`src/rtl/ncc_pkg.sv`:
```
// Shared sizes, field widths and codes for the nearest-centroid classifier.
// Depends on nothing; every other file of the block imports it.
package ncc_pkg;

    localparam int MAX_CLUSTERS  = 8;
    localparam int MAX_FEATURES  = 16;
    localparam int FEATURE_BITS  = 16;

    localparam int CL_BITS       = $clog2(MAX_CLUSTERS);
    localparam int FT_BITS       = $clog2(MAX_FEATURES);
    localparam int ADDR_BITS     = CL_BITS + FT_BITS;
    localparam int CENT_DEPTH    = MAX_CLUSTERS * MAX_FEATURES;
    localparam int ACC_BITS      = 40;
    localparam int SQ_BITS       = 2 * (FEATURE_BITS + 1);
    localparam int CNT_BITS      = FT_BITS + 1;
    localparam int ISS_BITS      = CL_BITS + 1;

    localparam int AC_BITS       = 4;
    localparam int AF_BITS       = 5;
    localparam int CFG_DATA_BITS = 5;

    localparam logic [AC_BITS-1:0] AC_RESET = AC_BITS'(8);
    localparam logic [AF_BITS-1:0] AF_RESET = AF_BITS'(16);

    localparam logic CFG_ACTIVE_CLUSTERS = 1'b0;
    localparam logic CFG_ACTIVE_FEATURES = 1'b1;

    localparam logic KIND_LOAD  = 1'b0;
    localparam logic KIND_QUERY = 1'b1;

    localparam logic [ACC_BITS-1:0] ACC_MAX = '1;

    // One centroid slot moving through the distance pipeline.
    typedef struct packed {
        logic               vld;
        logic [CL_BITS-1:0] k;
    } stage_t;

    // Updated accumulator value leaving the distance unit.
    typedef struct packed {
        logic                vld;
        logic [CL_BITS-1:0]  k;
        logic [ACC_BITS-1:0] sum;
    } result_t;

endpackage

```
`src/rtl/ncc_cent_mem.sv`:
```
// Centroid element store: one write port, one read port, registered read data.
// Depends on ncc_pkg for the depth and element width.
module ncc_cent_mem (
    input  logic                              clk,
    input  logic                              wr_en,
    input  logic [ncc_pkg::ADDR_BITS-1:0]     wr_addr,
    input  logic [ncc_pkg::FEATURE_BITS-1:0]  wr_data,
    input  logic                              rd_en,
    input  logic [ncc_pkg::ADDR_BITS-1:0]     rd_addr,
    output logic [ncc_pkg::FEATURE_BITS-1:0]  rd_data
);
    import ncc_pkg::*;

    logic [FEATURE_BITS-1:0] mem [CENT_DEPTH];

    always_ff @(posedge clk)
    begin
        if (wr_en)
        begin
            mem[wr_addr] <= wr_data;
        end
        if (rd_en)
        begin
            rd_data <= mem[rd_addr];
        end
    end

endmodule

```
`src/rtl/ncc_dist_unit.sv`:
```
// Shared distance datapath: difference, square, saturating accumulate into the
// per-centroid accumulator bank, one centroid per cycle. Depends on ncc_pkg.
module ncc_dist_unit (
    input  logic                                    clk,
    input  logic                                    rst_n,
    input  ncc_pkg::stage_t                         issue,
    input  logic signed [ncc_pkg::FEATURE_BITS-1:0] query,
    input  logic [ncc_pkg::FEATURE_BITS-1:0]        cent,
    input  logic                                    last,
    output ncc_pkg::result_t                        res
);
    import ncc_pkg::*;

    stage_t                  s1_reg;
    stage_t                  s2_reg;
    logic [SQ_BITS-1:0]      sq_reg;
    logic [ACC_BITS-1:0]     acc_reg [MAX_CLUSTERS];
    result_t                 res_reg;

    logic signed [FEATURE_BITS:0]  diff;
    logic signed [SQ_BITS-1:0]     sq_full;
    logic [ACC_BITS:0]             sum_wide;
    logic [ACC_BITS-1:0]           sum_next;

    assign diff    = $signed({query[FEATURE_BITS-1], query})
                   - $signed({cent[FEATURE_BITS-1], cent});
    assign sq_full = diff * diff;

    assign sum_wide = {1'b0, acc_reg[s2_reg.k]} + (ACC_BITS + 1)'(sq_reg);
    assign sum_next = sum_wide[ACC_BITS] ? ACC_MAX : sum_wide[ACC_BITS-1:0];

    always_ff @(posedge clk or negedge rst_n)
    begin
        if (!rst_n)
        begin
            s1_reg  <= '0;
            s2_reg  <= '0;
            res_reg <= '0;
            for (int i = 0; i < MAX_CLUSTERS; i++)
            begin
                acc_reg[i] <= '0;
            end
        end
        else
        begin
            s1_reg      <= issue;
            s2_reg      <= s1_reg;
            res_reg.vld <= s2_reg.vld;
            res_reg.k   <= s2_reg.k;
            if (s2_reg.vld)
            begin
                res_reg.sum <= sum_next;
                // The last feature of a point hands the sum on and clears the slot.
                acc_reg[s2_reg.k] <= last ? '0 : sum_next;
            end
        end
    end

    always_ff @(posedge clk)
    begin
        if (s1_reg.vld)
        begin
            sq_reg <= SQ_BITS'($unsigned(sq_full));
        end
    end

    assign res = res_reg;

endmodule

```
`src/rtl/nearest_centroid_classifier.sv`:
```
// Nearest-centroid classifier. A load beat writes one centroid element. A
// query beat carries the next feature of a point; it runs the eight centroids
// one by one through the single read port of the centroid store and a shared
// subtract, square and accumulate unit, and no new beat is taken until it is
// through. On the last feature of a point the block then waits in ST_EMIT
// until the output register is free and hands the result to it. The result
// gives the lowest-index active centroid with the smallest squared distance
// and that distance; the output register lets the next beat enter while the
// result waits. Depends on ncc_pkg, ncc_cent_mem, ncc_dist_unit.
module nearest_centroid_classifier (
    input  logic                                    clk,
    input  logic                                    rst_n,
    input  logic                                    in_valid,
    output logic                                    in_ready,
    input  logic                                    kind,
    input  logic [ncc_pkg::CL_BITS-1:0]             cluster_index,
    input  logic [ncc_pkg::FT_BITS-1:0]             feature_index,
    input  logic signed [ncc_pkg::FEATURE_BITS-1:0] value,
    output logic                                    out_valid,
    input  logic                                    out_ready,
    output logic [ncc_pkg::CL_BITS-1:0]             nearest_cluster,
    output logic [ncc_pkg::ACC_BITS-1:0]            squared_distance,
    input  logic                                    cfg_valid,
    output logic                                    cfg_ready,
    input  logic                                    cfg_index,
    input  logic [ncc_pkg::CFG_DATA_BITS-1:0]       cfg_data
);
    import ncc_pkg::*;

    localparam logic [1:0] ST_IDLE = 2'd0;
    localparam logic [1:0] ST_RUN  = 2'd1;
    localparam logic [1:0] ST_EMIT = 2'd2;

    logic [1:0]               state_reg;
    logic [1:0]               state_next;
    logic [AC_BITS-1:0]       ac_reg;
    logic [AF_BITS-1:0]       af_reg;
    logic [CNT_BITS-1:0]      feat_cnt_reg;
    logic [FT_BITS-1:0]       pos_reg;
    logic                     last_reg;
    logic [FEATURE_BITS-1:0]  query_reg;
    logic [ISS_BITS-1:0]      iss_cnt_reg;
    logic [ACC_BITS-1:0]      best_reg;
    logic [CL_BITS-1:0]       best_idx_reg;
    logic                     out_valid_reg;
    logic [CL_BITS-1:0]       out_idx_reg;
    logic [ACC_BITS-1:0]      out_dist_reg;

    logic [AC_BITS-1:0]       nc;
    logic [AF_BITS-1:0]       nf;
    logic                     accept;
    logic                     is_last;
    logic                     done;
    logic                     take_best;
    logic                     out_free;
    stage_t                   issue;
    result_t                  res;
    logic [FEATURE_BITS-1:0]  cent;

    assign nc = (ac_reg == '0) ? AC_BITS'(1)
              : ((ac_reg > AC_BITS'(MAX_CLUSTERS)) ? AC_BITS'(MAX_CLUSTERS) : ac_reg);
    assign nf = (af_reg == '0) ? AF_BITS'(1)
              : ((af_reg > AF_BITS'(MAX_FEATURES)) ? AF_BITS'(MAX_FEATURES) : af_reg);

    assign in_ready  = (state_reg == ST_IDLE);
    assign accept    = in_valid && in_ready;
    assign cfg_ready = 1'b1;
    assign is_last   = ((CNT_BITS + 1)'(feat_cnt_reg) + (CNT_BITS + 1)'(1))
                       >= (CNT_BITS + 1)'(nf);
    assign out_free  = !out_valid_reg || out_ready;

    assign issue.vld = (state_reg == ST_RUN) && (iss_cnt_reg < ISS_BITS'(MAX_CLUSTERS));
    assign issue.k   = iss_cnt_reg[CL_BITS-1:0];

    assign done = res.vld && (res.k == CL_BITS'(MAX_CLUSTERS - 1));
    // Slot zero seeds the search; later active slots win only when strictly smaller.
    assign take_best = res.vld && ((res.k == '0)
                     || ((AC_BITS'(res.k) < nc) && (res.sum < best_reg)));

    ncc_cent_mem u_mem (
        .clk     (clk),
        .wr_en   (accept && (kind == KIND_LOAD)),
        .wr_addr ({cluster_index, feature_index}),
        .wr_data (value),
        .rd_en   (issue.vld),
        .rd_addr ({issue.k, pos_reg}),
        .rd_data (cent)
    );

    ncc_dist_unit u_dist (
        .clk   (clk),
        .rst_n (rst_n),
        .issue (issue),
        .query (query_reg),
        .cent  (cent),
        .last  (last_reg),
        .res   (res)
    );

    always_comb
    begin
        state_next = state_reg;
        unique case (state_reg)
            ST_IDLE:
            begin
                if (accept && (kind == KIND_QUERY))
                begin
                    state_next = ST_RUN;
                end
            end
            ST_RUN:
            begin
                if (done)
                begin
                    state_next = last_reg ? ST_EMIT : ST_IDLE;
                end
            end
            ST_EMIT:
            begin
                if (out_free)
                begin
                    state_next = ST_IDLE;
                end
            end
            default:
            begin
                state_next = ST_IDLE;
            end
        endcase
    end

    always_ff @(posedge clk or negedge rst_n)
    begin
        if (!rst_n)
        begin
            state_reg     <= ST_IDLE;
            ac_reg        <= AC_RESET;
            af_reg        <= AF_RESET;
            feat_cnt_reg  <= '0;
            iss_cnt_reg   <= '0;
            out_valid_reg <= 1'b0;
        end
        else
        begin
            state_reg <= state_next;
            if (cfg_valid && cfg_ready)
            begin
                unique case (cfg_index)
                    CFG_ACTIVE_CLUSTERS: ac_reg <= cfg_data[AC_BITS-1:0];
                    CFG_ACTIVE_FEATURES: af_reg <= cfg_data[AF_BITS-1:0];
                    default:             ac_reg <= ac_reg;
                endcase
            end
            if (accept && (kind == KIND_QUERY))
            begin
                feat_cnt_reg <= is_last ? '0 : (feat_cnt_reg + CNT_BITS'(1));
                iss_cnt_reg  <= '0;
            end
            else if (issue.vld)
            begin
                iss_cnt_reg <= iss_cnt_reg + ISS_BITS'(1);
            end
            if ((state_reg == ST_EMIT) && out_free)
            begin
                out_valid_reg <= 1'b1;
            end
            else if (out_ready)
            begin
                out_valid_reg <= 1'b0;
            end
        end
    end

    always_ff @(posedge clk)
    begin
        if (accept && (kind == KIND_QUERY))
        begin
            query_reg <= value;
            pos_reg   <= feat_cnt_reg[FT_BITS-1:0];
            last_reg  <= is_last;
        end
        if (take_best)
        begin
            best_reg     <= res.sum;
            best_idx_reg <= res.k;
        end
        if ((state_reg == ST_EMIT) && out_free)
        begin
            out_idx_reg  <= best_idx_reg;
            out_dist_reg <= best_reg;
        end
    end

    assign out_valid        = out_valid_reg;
    assign nearest_cluster  = out_idx_reg;
    assign squared_distance = out_dist_reg;

    a_res_only_in_run: assert property (@(posedge clk) disable iff (!rst_n)
        res.vld |-> (state_reg == ST_RUN))
        else $error("accumulator result outside of a query run");

    a_emit_needs_last: assert property (@(posedge clk) disable iff (!rst_n)
        (state_reg == ST_EMIT) |-> last_reg)
        else $error("result emitted on a feature that does not end the point");

    a_out_from_emit: assert property (@(posedge clk) disable iff (!rst_n)
        $rose(out_valid) |-> $past(state_reg == ST_EMIT))
        else $error("output beat raised without a finished point");

    a_feat_cnt_range: assert property (@(posedge clk) disable iff (!rst_n)
        feat_cnt_reg < CNT_BITS'(MAX_FEATURES))
        else $error("feature counter ran past the last feature");

endmodule
```
`config.mk`:
```
export PLATFORM = sky130hd
export DESIGN_NAME = nearest_centroid_classifier
export DESIGN_NICKNAME = d
export VERILOG_FILES = /design/src/rtl/ncc_pkg.sv /design/src/rtl/ncc_cent_mem.sv /design/src/rtl/ncc_dist_unit.sv /design/src/rtl/nearest_centroid_classifier.sv
export SDC_FILE = /design/constraint.sdc
export NUM_CORES = 2
export LEC_CHECK = 0
export BUFFER_PORTS_ARGS = -buffer_cell sky130_fd_sc_hd__clkbuf_2
export CAP_MARGIN = 20
export CORE_AREA = 2 2 462 464
export CTS_BUF_LIST = sky130_fd_sc_hd__clkbuf_4 sky130_fd_sc_hd__clkbuf_8
export CTS_CLUSTER_DIAMETER = 120
export CTS_CLUSTER_SIZE = 40
export DETAILED_ROUTE_END_ITERATION = 7
export DIE_AREA = 0 0 464 466
export PLACE_DENSITY = 0.78
export SLEW_MARGIN = 0
export SYNTH_ARGS = -nofsm -noshare
export SYNTH_HDL_FRONTEND = slang
export SYNTH_SLANG_ARGS = --single-unit
export TNS_END_PERCENT = 100
```
`constraint.sdc`:
```
create_clock -name clk -period 15.32 [get_ports clk]
set_input_delay 3.064 -clock clk [delete_from_list [all_inputs] [get_ports clk]]
set_output_delay 3.064 -clock clk [all_outputs]
set_load 0.02 [all_outputs]
```
==> flow_summary.toml <==
[outcome]
outcome = "complete, no violations"

[setup_path]
crit_top_cell = "fa_1"
reg2reg_depth = 33
worstPathMaxFanout = 20
critical_path.startpoint_type = "flop"
critPathRequiredTime_ns = 16.05
crit_arrival_ns = 9.98
cp-startpoint = "query_reg[0]$_DFFE_PP_"
endpoint_kind = "flop"
critical_path_class = "reg -> reg"
cp_slowest_cell = "clkinv_1"
rr_startpoint = "query_reg[0]$_DFFE_PP_"
critPathMaxStageDelay_ns = 0.61

[min_path]
hold_start = "u_dist.s1_reg[2]$_DFF_PN0_"
hp-class = "reg -> reg"
hold_depth = 0

[timing]
drv_slew = 0
worst_slack_ns = 6.07
relSlewSlack_pct = 22.8
finClkSkew_ns = 0.0940
tns_ns = 0
finalCriticalPeriod_ns = 9.25
fmax_mhz = 108
finalCritPeriodShare_pct = 60.4
final-hold-violation-count = 0
rsz0062_at_grt = "false"
finalSetupViolations = 0
tightest_slew_ns = 1.16

[synthesis]
synth_cell_types = 77
async_flop_share_pct = 15.1
postSynthAreaPerCell_um2 = 17.9
synth-xor-area-share_pct = 0.649
syn_inst = 6317
synth_edf_count = 2204
synthesis.area_mm2 = 0.113
muxShareOfSynthArea_pct = 15.8
yosysSeqAreaShare_pct = 67.1
synth_nets = 6803
synth_top_family_by_area = "multiplexers"
yosysWarnings = 0
synthFlopType = "edfxtp_1"
synthSimpleGateAreaFrac_pct = 3.60
synth-compound-area-share_pct = 3.57
synth_seq_cells = 2597
synth_fa_ha_area_share_pct = 6.79

[drt]
dr.pass1.iters = 6
num_vias = 57900
drc_errors = 0
via_per_inst = 6.27
routed_wl_um = 257000
drtIter0Drc = 7361
drt.antenna.violating_nets = 0
avgRoutedWirePerCell_um = 27.9

[clock_network]
root_buffer = "clkbuf_8"
ctsResizeCount = 0
clkSinkCount = 2597
ctsHoldBuffers = 0
cts_tree = "done"
clkLatencyLatePin_ns = 0.97
htreeDepth = 3
cts_buffers = 77
clk_pin_slew_ns = 0.23
post_cts_buffers = 0
clockBufferDepth = 3

[die]
die_w_um = 464
initial_utilization_pct = 53.6
dieArea_mm2 = 0.216
num_io_pins = 81
core_mm2 = 0.211
num_rows = 169
fp.dieH_um = 466

[grt]
grt_pass1_vias = 58600
grt_util_all_layers_pct = 23.9
grt_remaining_overflow = 0
grt_max_degree = 137
grt_pass1_wl_um = 384000
grt_antenna_before_repair = 9

[layout]
mostFrequentLayoutCells = "edfxtp_1 (2204), mux4_2 (751), nand2_1 (433)"
utilization_pct = 56.4
drive_gt1_share_pct = 20.1
final_common_cell = "edfxtp_1"
synthToLayoutAreaGrowth_pct = 5.20
fin_nets = 6858
largest_reg_flops = 2048
nFillCells = 15400

[job]
cap_violations = 0

[placement]
pre_cts_ws_ns = 6.15
port-buffer-count = 79
hpwl_um = 163000
gp_congestion = 0.886
-- kinds of logic (layout without fill, tap and decap cells) --
family          Yosys count  count (layout)
flops                  2597            2597
simple gates            979             979
mux                     837             837
buf+inv                 722             806
compound gates          646             646
fa+ha+maj               451             451
xor+xnor                 84              84
other cells               1              10
-- critical path: cells and delay by family, from the launching register on --
family / cells / cell delay [ns]
buffers and inverters: 7 / 1.29
adder cells (fa/ha/maj): 9 / 3.71
AND/OR/NAND/NOR: 4 / 0.83
XOR/XNOR: 1 / 0.14
flip-flops: 1 / 0.41
AO/OA/AOI/OAI: 12 / 2.67
-- worst paths after layout --
path,endpoint,slack (ns)
worst max-delay path,u_dist.sq_reg[32]$_DFFE_PP_,6.07
worst min-delay path,u_dist.s2_reg[2]$_DFF_PN0_,0.38
worst max register to register,u_dist.sq_reg[32]$_DFFE_PP_,6.07
worst min register to register,u_dist.s2_reg[2]$_DFF_PN0_,0.38
max in group asynchronous,u_dist.s2_reg[0]$_DFF_PN0_,10.00
min in group asynchronous,u_dist.res[37]$_DFFE_PN0P_,2.16
-- per-layer routing --
metal / wire length, um / track usage [%] / share of wire (%) / up-vias
li1: - / - / - / 24200
met1: 99900 / 33.9 / 39 / 30600
met2: 126000 / 38.8 / 49 / 2835
met3: 23100 / 3.92 / 9.0 / 316
met4: 8010 / 6.91 / 3.1 / 8
met5: 54 / 0 / 0.021 / -
-- cells in the mapped netlist, drive strengths merged, types with 6 or more instances --
cell type / instances / area share, %
o21a: 13 / 0.086
nand4: 16 / 0.088
dfrtp: 391 / 8.6
edfxtp: 2204 / 58
ha: 178 / 2.0
mux2: 74 / 0.74
nor2: 356 / 1.2
o211ai: 12 / 0.084
clkinv: 7 / 0.023
o21ai: 295 / 1.3
xor2: 23 / 0.18
a211oi: 11 / 0.082
nand3: 41 / 0.18
clkbuf: 214 / 0.71
o21bai: 18 / 0.13
mux2i: 12 / 0.11
a21o: 41 / 0.27
nor3b: 6 / 0.044
a21oi: 97 / 0.43
or2: 19 / 0.10
and3: 11 / 0.061
nor3: 25 / 0.11
nand2: 439 / 1.5
mux4: 751 / 15
o31ai: 15 / 0.099
a31oi: 39 / 0.22
nor2b: 25 / 0.14
inv: 397 / 1.3
nand2b: 25 / 0.14
a211o: 6 / 0.046
xnor2: 61 / 0.47
a21boi: 7 / 0.056
a22o: 56 / 0.43
buf: 104 / 0.46
fa: 273 / 4.8
-- area by class of cell --
cell class / instances / area (um^2) / share of cell area (%)
antenna: 9 / 22.5 / 0.0189
clock buffer: 95 / 1200 / 1.01
clock inverter: 13 / 201 / 0.169
inverter: 404 / 1520 / 1.27
multi-input combinational: 2998 / 34500 / 29.0
sequential: 2597 / 76000 / 63.8
tap: 2821 / 3530 / 2.96
timing repair buffer: 294 / 2170 / 1.82
-- stage by stage --
stage / cells / area (um^2) / hold slack (ns)
final: 9231 / 119000 / 0.379
after global routing: 9227 / 119000 / 0.393
after CTS: 9218 / 119000 / 0.384
after detailed placement: 9110 / 118000 / 0.341
after global placement: 9108 / 118000 / 0.336
after floorplan: 6317 / 113000 / 0.331
Power is not shown: default switching activity piles up to over one toggle a cycle in this logic, so the estimate is an artifact.
